### src/sv/wtg_pkg.sv
// shared types, constants and register codes of the window trigger generator
package wtg_pkg;

  localparam int TS_W                = 63;   // timestamp width
  localparam int CFG_DATA_W          = 32;   // widest configuration register
  localparam int CFG_IDX_W           = 2;    // register index width
  localparam int MAX_WINDOWS_DEFAULT = 64;

  typedef enum logic [CFG_IDX_W-1:0] {
    CFG_WINDOW_MODE  = 2'd0,
    CFG_WINDOW_SIZE  = 2'd1,
    CFG_SLIDE_LENGTH = 2'd2
  } cfg_index_t;

  localparam logic MODE_TUMBLING = 1'b0;
  localparam logic MODE_SLIDING  = 1'b1;

  localparam logic                  WINDOW_MODE_RESET  = MODE_TUMBLING;
  localparam logic [CFG_DATA_W-1:0] WINDOW_SIZE_RESET  = 32'd1000;
  localparam logic [CFG_DATA_W-1:0] SLIDE_LENGTH_RESET = 32'd1000;

  typedef struct packed {
    logic [TS_W-1:0] previous_watermark;
    logic [TS_W-1:0] current_watermark;
  } watermark_t;

  typedef struct packed {
    logic [TS_W-1:0] window_start;
    logic [TS_W-1:0] window_end;
    logic            last_window;
    logic            truncated;
  } window_t;

  // request and response of the remainder unit
  typedef struct packed {
    logic                  start;
    logic [TS_W-1:0]       dividend;
    logic [CFG_DATA_W-1:0] divisor;
  } rem_req_t;

  typedef struct packed {
    logic                  done;
    logic [CFG_DATA_W-1:0] remainder;
  } rem_rsp_t;

  typedef enum logic [1:0] {
    ST_IDLE,
    ST_DIVIDE,
    ST_SCAN
  } state_t;

endpackage

### src/sv/wtg_stream_if.sv
// valid/ready stream interface carrying one payload struct per beat
interface wtg_stream_if #(
  parameter type payload_t = logic
);
  logic     valid;
  logic     ready;
  payload_t data;

  modport source (output valid, output data, input ready);
  modport sink   (input valid, input data, output ready);
endinterface

### src/sv/wtg_rem_unit.sv
// restoring remainder unit: one dividend bit per cycle
module wtg_rem_unit (
  input  logic              clk,
  input  logic              rst,
  input  wtg_pkg::rem_req_t req,
  output wtg_pkg::rem_rsp_t rsp
);
  import wtg_pkg::*;

  localparam int CNT_W = $clog2(TS_W);

  logic [TS_W-1:0]       dvd;
  logic [CFG_DATA_W-1:0] dvs;
  logic [CFG_DATA_W-1:0] rem;
  logic [CNT_W-1:0]      cnt;
  logic                  busy;
  logic                  done;

  logic [CFG_DATA_W:0]   trial;
  logic [CFG_DATA_W+1:0] diff;

  always_comb begin
    trial = {rem, dvd[TS_W-1]};
    diff  = {1'b0, trial} - {2'b00, dvs};
  end

  always_ff @(posedge clk) begin
    if (rst) begin
      busy <= 1'b0;
      done <= 1'b0;
    end else begin
      done <= 1'b0;
      if (req.start) begin
        busy <= 1'b1;
      end else if (busy && cnt == '0) begin
        busy <= 1'b0;
        done <= 1'b1;
      end
    end
  end

  always_ff @(posedge clk) begin
    if (req.start) begin
      dvd <= req.dividend;
      dvs <= req.divisor;
      rem <= '0;
      cnt <= CNT_W'(TS_W - 1);
    end else if (busy) begin
      dvd <= {dvd[TS_W-2:0], 1'b0};
      cnt <= cnt - 1'b1;
      if (!diff[CFG_DATA_W+1]) begin
        rem <= diff[CFG_DATA_W-1:0];
      end else begin
        rem <= trial[CFG_DATA_W-1:0];
      end
    end
  end

  assign rsp.done      = done;
  assign rsp.remainder = rem;

endmodule

### src/sv/window_trigger_generator_top.sv
// top level of the window trigger generator: config, sequencer and window scan
//
//  channel     dir  payload                                          beat when
//  watermarks  in   previous_watermark, current_watermark            valid && ready
//  windows     out  window_start, window_end, last_window, truncated  valid && ready
//  cfg         in   cfg_index, cfg_data (window_mode/size/slide)     cfg_write
//
// an accepted watermark beat starts a run; a run with a zero size, a zero slide
// in sliding mode, or a current watermark below the size in sliding mode ends at once
// otherwise the remainder unit runs through its bit steps and signals done; then the
// scan checks one candidate window per cycle while the output register can take a result,
// the scan loop setting the per-window rate
// the scan waits whenever the output register is full and not taken; watermarks
// is ready only between runs, a pending result may still be held in the output
// synchronous active-high reset; no clearing pass, no memories
module window_trigger_generator_top #(
  parameter int MAX_WINDOWS = wtg_pkg::MAX_WINDOWS_DEFAULT
) (
  input  logic                           clk,
  input  logic                           rst,
  input  logic                           cfg_write,
  input  logic [wtg_pkg::CFG_IDX_W-1:0]  cfg_index,
  input  logic [wtg_pkg::CFG_DATA_W-1:0] cfg_data,
  wtg_stream_if.sink                     watermarks,
  wtg_stream_if.source                   windows
);
  import wtg_pkg::*;

  localparam int              CNT_W   = $clog2(MAX_WINDOWS + 1);
  localparam logic [CNT_W-1:0] CNT_MAX = CNT_W'(MAX_WINDOWS);
  // candidate start: signed, with room for end = start + size and start - slide
  localparam int              WS_W    = TS_W + 2;

  // configuration registers
  logic                  window_mode;
  logic [CFG_DATA_W-1:0] window_size;
  logic [CFG_DATA_W-1:0] slide_length;

  state_t state, state_next;

  // run registers
  logic [TS_W-1:0]        base;    // value whose remainder aligns the first start
  logic [TS_W-1:0]        limit;   // current watermark (tumbling) or previous (sliding)
  logic signed [WS_W-1:0] ws;      // candidate window start
  logic                   have_pend;
  logic [CNT_W-1:0]       pend_count;
  logic [TS_W-1:0]        pend_start;
  logic [TS_W-1:0]        pend_end;

  rem_req_t rem_req;
  rem_rsp_t rem_rsp;

  // datapath
  logic                   in_beat;
  logic                   skip_run;
  logic [TS_W-1:0]        dividend_sel;
  logic signed [WS_W-1:0] end_sum;
  logic signed [WS_W-1:0] ws_step;
  logic signed [WS_W-1:0] limit_s;
  logic                   due;
  logic                   out_free;

  // sequencer outputs
  logic step;       // candidate is due: move it into the pending slot
  logic load_out;   // pending window goes into the output register
  logic out_last;
  logic out_trunc;
  logic finish;

  assign in_beat  = watermarks.valid && watermarks.ready;
  assign out_free = !windows.valid || windows.ready;

  // runs with nothing to emit, and the divide operand of each mode
  always_comb begin
    skip_run = (window_size == '0) ||
               (window_mode == MODE_SLIDING &&
                (slide_length == '0 ||
                 watermarks.data.current_watermark < TS_W'(window_size)));
    if (window_mode == MODE_SLIDING) begin
      // sliding: latest start whose end fits is (cur - size) aligned to the slide
      dividend_sel = watermarks.data.current_watermark - TS_W'(window_size);
    end else begin
      // tumbling: previous watermark aligned to the size
      dividend_sel = watermarks.data.previous_watermark;
    end
  end

  // candidate evaluation: one wide add and compare, plus the slide subtract in sliding mode
  always_comb begin
    end_sum = ws + $signed(WS_W'(window_size));
    limit_s = $signed(WS_W'(limit));
    if (window_mode == MODE_SLIDING) begin
      ws_step = ws - $signed(WS_W'(slide_length));
      due     = !ws[WS_W-1] && (end_sum > limit_s);
    end else begin
      ws_step = end_sum;
      due     = end_sum <= limit_s;
    end
  end

  wtg_rem_unit u_rem (
    .clk (clk),
    .rst (rst),
    .req (rem_req),
    .rsp (rem_rsp)
  );

  // next state
  always_comb begin
    state_next = state;
    unique case (state)
      ST_IDLE: begin
        if (rem_req.start) begin
          state_next = ST_DIVIDE;
        end
      end
      ST_DIVIDE: begin
        if (rem_rsp.done) begin
          state_next = ST_SCAN;
        end
      end
      ST_SCAN: begin
        if (finish) begin
          state_next = ST_IDLE;
        end
      end
      default: state_next = ST_IDLE;
    endcase
  end

  // sequencer outputs
  always_comb begin
    watermarks.ready = 1'b0;
    rem_req.start    = 1'b0;
    rem_req.dividend = dividend_sel;
    rem_req.divisor  = (window_mode == MODE_SLIDING) ? slide_length : window_size;
    step             = 1'b0;
    load_out         = 1'b0;
    out_last         = 1'b0;
    out_trunc        = 1'b0;
    finish           = 1'b0;
    unique case (state)
      ST_IDLE: begin
        watermarks.ready = 1'b1;
        rem_req.start    = in_beat && !skip_run;
      end
      ST_DIVIDE: begin
      end
      ST_SCAN: begin
        if (out_free) begin
          priority if (due && have_pend && pend_count == CNT_MAX) begin
            // cap reached with one more window due
            load_out  = 1'b1;
            out_last  = 1'b1;
            out_trunc = 1'b1;
            finish    = 1'b1;
          end else if (due) begin
            step     = 1'b1;
            load_out = have_pend;
          end else if (have_pend) begin
            load_out = 1'b1;
            out_last = 1'b1;
            finish   = 1'b1;
          end else begin
            finish = 1'b1;
          end
        end
      end
      default: begin
      end
    endcase
  end

  // control registers
  always_ff @(posedge clk) begin
    if (rst) begin
      state         <= ST_IDLE;
      window_mode   <= WINDOW_MODE_RESET;
      window_size   <= WINDOW_SIZE_RESET;
      slide_length  <= SLIDE_LENGTH_RESET;
      have_pend     <= 1'b0;
      pend_count    <= '0;
      windows.valid <= 1'b0;
    end else begin
      state <= state_next;
      if (cfg_write) begin
        unique case (cfg_index)
          CFG_WINDOW_MODE:  window_mode  <= cfg_data[0];
          CFG_WINDOW_SIZE:  window_size  <= cfg_data;
          CFG_SLIDE_LENGTH: slide_length <= cfg_data;
          default: begin
          end
        endcase
      end
      if (finish) begin
        have_pend  <= 1'b0;
        pend_count <= '0;
      end else if (step) begin
        have_pend  <= 1'b1;
        pend_count <= pend_count + 1'b1;
      end
      if (load_out) begin
        windows.valid <= 1'b1;
      end else if (windows.ready) begin
        windows.valid <= 1'b0;
      end
    end
  end

  // payload registers
  always_ff @(posedge clk) begin
    if (in_beat) begin
      base  <= dividend_sel;
      limit <= (window_mode == MODE_SLIDING) ? watermarks.data.previous_watermark
                                              : watermarks.data.current_watermark;
    end
    if (rem_rsp.done) begin
      // first candidate: operand minus its remainder
      ws <= $signed(WS_W'(base) - WS_W'(rem_rsp.remainder));
    end else if (step) begin
      ws <= ws_step;
    end
    if (step) begin
      pend_start <= ws[TS_W-1:0];
      pend_end   <= end_sum[TS_W-1:0];
    end
    if (load_out) begin
      windows.data.window_start <= pend_start;
      windows.data.window_end   <= pend_end;
      windows.data.last_window  <= out_last;
      windows.data.truncated    <= out_trunc;
    end
  end

  // the remainder unit answers only while the sequencer waits for it
  a_done_in_divide: assert property (@(posedge clk) disable iff (rst)
    rem_rsp.done |-> state == ST_DIVIDE)
    else $error("remainder done outside divide state");

  // the pending count never passes the cap
  a_count_cap: assert property (@(posedge clk) disable iff (rst)
    pend_count <= CNT_MAX)
    else $error("pending window count above cap");

  // a held window implies a nonzero count
  a_pend_count: assert property (@(posedge clk) disable iff (rst)
    have_pend |-> pend_count != '0)
    else $error("pending window with zero count");

  // truncation is only flagged on the final window of a run
  a_trunc_last: assert property (@(posedge clk) disable iff (rst)
    windows.valid && windows.data.truncated |-> windows.data.last_window)
    else $error("truncated window not marked last");

endmodule

### src/flat_wrapper.sv
// flat-port wrapper written by rule: the top's interface ports become plain ports
module window_trigger_generator_top_flat import wtg_pkg::*;
#(
  parameter int MAX_WINDOWS = wtg_pkg::MAX_WINDOWS_DEFAULT
)
  (clk, rst, cfg_write, cfg_index, cfg_data, watermarks_valid, watermarks_data, watermarks_ready, windows_valid, windows_data, windows_ready);
  wtg_stream_if #(.payload_t(watermark_t)) watermarks_i ();
  wtg_stream_if #(.payload_t(window_t)) windows_i ();
  input  logic clk;
  input  logic rst;
  input  logic cfg_write;
  input  logic [wtg_pkg::CFG_IDX_W-1:0] cfg_index;
  input  logic [wtg_pkg::CFG_DATA_W-1:0] cfg_data;
  input wire logic [$bits(watermarks_i.valid)-1:0] watermarks_valid;
  input wire logic [$bits(watermarks_i.data)-1:0] watermarks_data;
  output wire logic [$bits(watermarks_i.ready)-1:0] watermarks_ready;
  output wire logic [$bits(windows_i.valid)-1:0] windows_valid;
  output wire logic [$bits(windows_i.data)-1:0] windows_data;
  input wire logic [$bits(windows_i.ready)-1:0] windows_ready;
  assign watermarks_i.valid = watermarks_valid;
  assign watermarks_i.data = watermarks_data;
  assign watermarks_ready = watermarks_i.ready;
  assign windows_valid = windows_i.valid;
  assign windows_data = windows_i.data;
  assign windows_i.ready = windows_ready;
  window_trigger_generator_top #(.MAX_WINDOWS(MAX_WINDOWS)) u_core (.clk(clk), .rst(rst), .cfg_write(cfg_write), .cfg_index(cfg_index), .cfg_data(cfg_data), .watermarks(watermarks_i), .windows(windows_i));
endmodule
### config.mk
export PLATFORM = sky130hd
export DESIGN_NAME = window_trigger_generator_top_flat
export DESIGN_NICKNAME = d
export VERILOG_FILES = /design/src/sv/wtg_pkg.sv /design/src/sv/wtg_stream_if.sv /design/src/sv/wtg_rem_unit.sv /design/src/sv/window_trigger_generator_top.sv /design/src/flat_wrapper.sv
export SDC_FILE = /design/constraint.sdc
export NUM_CORES = 1
export LEC_CHECK = 0
export BUFFER_PORTS_ARGS = -buffer_cell sky130_fd_sc_hd__buf_2
export CAP_MARGIN = 10
export CORE_UTILIZATION = 60
export CTS_BUF_LIST = sky130_fd_sc_hd__clkbuf_8
export DETAILED_ROUTE_END_ITERATION = 12
export GPL_TIMING_DRIVEN = 1
export MAX_ROUTING_LAYER = met4
export PLACE_DENSITY = 0.8
export SYNTH_ARGS = -nofsm -noshare
export SYNTH_HDL_FRONTEND = slang
export SYNTH_HIERARCHICAL = 1
export SYNTH_SLANG_ARGS = --single-unit
export TNS_END_PERCENT = 5
### constraint.sdc
create_clock -name clk -period 10.8 [get_ports clk]
set_input_delay 1.62 -clock clk [delete_from_list [all_inputs] [get_ports clk]]
set_output_delay 1.62 -clock clk [all_outputs]
set_load 0.03 [all_outputs]
==> summary.md <==
| Metric | Value |
|---|---|
| First-pass GRT wire length | 176000 um |
| Fin. Hold Viols | 0 |
| Post-synth cell types | 89 |
| Post-CTS Hold Fix Bufs | 0 |
| Critical Path Fanout Max | 68 |
| Drt wl/cell | 24.9 um |
| Max-capacitance violation count | 0 |
| Final instance count without filler cells | 4859 |
| Crit-path slowest cell | buf_4 |
| Layout cell share with drive strength beyond 1 | 0.173 |
| Total track usage | 0.385 |
| Die area | 0.0641 sq mm |
| Total power | 6.35 mW |
| Overflow after GRT | 0 |
| Int Power | 4.52 mW |
| Switching Power | 1.84 mW |
| Slew HR | 0.230 |
| Syn. warnings | 6 |
| Pre-CTS setup slack | 3010 ps |
| Drt pass-1 iters | 6 |
| H-tree levels | 3 |
| Post-Layout Inst Area | 0.0424 sq mm |
| Max-slew violation count | 0 |
| DP HPWL | 93100 um |
| Detailed Route Iter0 Violations | 4268 |
| I/O Buffers | 294 |
| Chip Width | 253 um |
| Critical path arrival | 8290 ps |
| Root buf cell | clkbuf_8 |
| Fin crit period | 7940 ps |
| RSZ-0062 raised after global routing | no |
| Number of synthesized register bits | 656 |
| Asr flop ratio synth | 0 |
| Startpoint types | flip-flop |
| DRC errors left | 0 |
| Rows | 91 |
| Clock Path Buffers | 3 |
| Register area share after synthesis | 0.490 |
| Largest net degree at the start of global routing | 94 |
| PwrDens | 150 mW/mm^2 |
| Via density | 6.29 |
| EDFF count, synth | 540 |
| CTS Buf Count | 109 |
| Sw Share | 0.289 |
| Top FF cell, synth | edfxtp_1 |
| Max Freq | 126 MHz |
| Placed Instances | 4650 |
| Area Overhead vs Synth | 11.9% |
| Crit path buffers/inverters | 3 |
| Syn Area/Cell | 10.4 sq um |
| Core area | 0.0621 sq mm |
| Post-Route WL | 121000 um |
| CTS tree | yes |
| WP data required | 11140 ps |
| Post-CTS setup buffer count | 0 |
| DR vias | 30.5k |
| Leakage Power | 16.2 nW |
| Clock sink total | 656 |
| DP Area | 0.0400 sq mm |
| TNS Setup | 0 ps |
| Delay-heaviest family, CP | simple AND/OR/NAND/NOR gates |
| Worst Tran Pin Value | 1150 ps |
| Nets | 4320 |
| Clk_skew | 53.7 ps |
| Setup CP Type | flip-flop to flip-flop |
| Mapped cell area | 0.0378 sq mm |
| Placer congestion estimate | 1.05 |
| Hold crit path type | flip-flop to flip-flop |
| I/O Pins | 295 |
| Worst Setup End Kind | flip-flop |
| Largest stage delay on the critical path | 840 ps |
| Syn Inst Count | 3632 |
| Critical-path cell list | ha_1, nand4_1, nor4_1, nand3_1, nor3_1, nor3_1, nor2_1, buf_4, and3_1, nand3_1, xnor2_1, ha_1, nand4_1, nor4_1, nand4b_1, or3_1, o41ai_1, nand4_1, mux2i_1, o31ai_4, nor2_4, buf_4, buf_4 |
| Routed Antenna Nets | 0 |
| Worst VDD drop | 0.116 mV |
| Outcome | completed |
| Part of the cycle the worst path needs | 0.736 |
| Post-route worst setup slack | 2860 ps |
| Syn nets | 4028 |
| Die Y-Extent | 253 um |
| Number of antenna violations at the first check in global routing | 7 |
| Worst-path clk slew | 60 ps |
| Post-cts gate resize count | 0 |
| Comb pwr share | 0.180 |
| Clock Power Share | 0.360 |
| Flop pwr share | 0.460 |
| Final setup violation count | 0 |
| Clock latency on the worst-skew pair | 750 ps |
| Starting density of the core | 0.610 |
| Vias in the first global route | 27.5k |
-- per-layer routing --
metal  GRT usage  up-vias  share of wire
met5           -        -              0
li1            -    13951              -
met1       0.589    14493           0.45
met4      0.0982        0          0.025
met2       0.494     1904           0.39
met3       0.107      193           0.14
-- registers in the layout (all words and copies together) (netlist names) --
| name | cells |
|---|---|
| u_core/pend_end | 63 |
| u_core/slide_length | 32 |
| u_core/windows.data | 128 |
| u_core/u_rem/busy | 1 |
| u_core/windows.valid | 1 |
| u_core/u_rem/rem | 32 |
| u_core/u_rem/cnt | 6 |
| u_core/have_pend | 1 |
| u_core/ws | 65 |
| u_core/u_rem/dvs | 32 |
| u_core/base | 63 |
| u_core/pend_count | 7 |
| u_core/limit | 63 |
| u_core/pend_start | 63 |
| u_core/window_mode | 1 |
| u_core/state | 2 |
| u_core/window_size | 32 |
| u_core/u_rem/dvd | 63 |
| u_core/u_rem/done | 1 |
-- layout by cell type (no fill, tap or decap), drive strengths merged, types with 22 or more instances in the layout --
master  synthesis  layout
buf            25     325
o21ai         186     186
nor2          256     256
clkinv          0      28
xor2          103     103
ha            226     226
mux2          150     150
nand4          38      38
a31oi          35      35
dfxtp         116     116
nor2b          35      35
nand3          76      76
nor4           48      48
a21oi         298     298
a211oi         41      41
nand2b         44      44
mux2i          33      33
a21o           83      83
inv           243     278
a211o          22      22
o31ai          24      24
o21a           30      30
xnor2         139     139
nand2         328     328
and3           27      27
or3            35      35
clkbuf        119     136
nor3           74      74
edfxtp        540     540
-- power by group through the flow --
stage	Sequential [mW]	Combinational, mW	Clock (mW)
after global placement	2.97	1.09	0
after CTS	2.92	1.10	2.32
after global routing	2.93	1.23	2.41
after detailed placement	2.97	1.10	0
final	2.92	1.14	2.29
after floorplan	2.95	0.776	0
-- worst paths after layout --
kind,start,to,slack [ps],cells past startpoint
hold reg to reg,u_core/pend_start[27],u_core/windows.data[92],410,0
setup / recovery,u_core/ws[27],u_core/pend_end[2],2860,23
setup reg to reg,u_core/ws[27],u_core/pend_end[2],2860,23
hold / removal,u_core/pend_start[27],u_core/windows.data[92],410,0
-- worst reg2reg max path, stage by stage (launching register included) --
cell and delay [ps]:
edfxtp_1 460, ha_1 530, nand4_1 270, nor4_1 490, nand3_1 150, nor3_1 320, nor3_1 210, nor2_1 120
buf_4 240, and3_1 230, nand3_1 100, xnor2_1 210, ha_1 340, nand4_1 150, nor4_1 470, nand4b_1 290
or3_1 450, o41ai_1 120, nand4_1 150, mux2i_1 320, o31ai_4 190, nor2_4 110, buf_4 710, buf_4 860
-- cell usage after synthesis, drive strengths merged (103+ instances only) --
cell type / instances / share of area
clkbuf: 119 / 0.012
o21ai: 186 / 0.025
edfxtp: 540 / 0.43
dfxtp: 116 / 0.061
xnor2: 139 / 0.032
a21oi: 298 / 0.039
nand2: 328 / 0.033
nor2: 256 / 0.026
inv: 243 / 0.024
ha: 226 / 0.075
mux2: 150 / 0.045
xor2: 103 / 0.024
-- area by class of cell --
cell class / instances / area (sq um)
antenna: 5 / 12.5
clock buffer: 136 / 1870
clock inverter: 68 / 422
fill: 4802 / 19700
inverter: 243 / 915
multi-input combinational: 2589 / 17800
sequential: 656 / 18500
tap: 837 / 1050
timing repair buffer: 325 / 1700
-- cell families after synthesis --
logic type      Yosys count  share of synthesized area
compound gates          870                      0.148
xor+xnor                242                     0.0560
fa+ha+maj               231                     0.0774
buf+inv                 387                     0.0395
flops                   656                      0.490
mux                     183                     0.0534
simple gates           1063                      0.136
-- per-stage QoR --
step | util | hold WS, ps
CTS | 0.682 | 415
global placement | 0.645 | 401
floorplan | - | 400
finish | 0.683 | 414
global route | 0.682 | 419
detailed placement | 0.645 | 405
No activity file was read; power rests on OpenSTA's default activity.
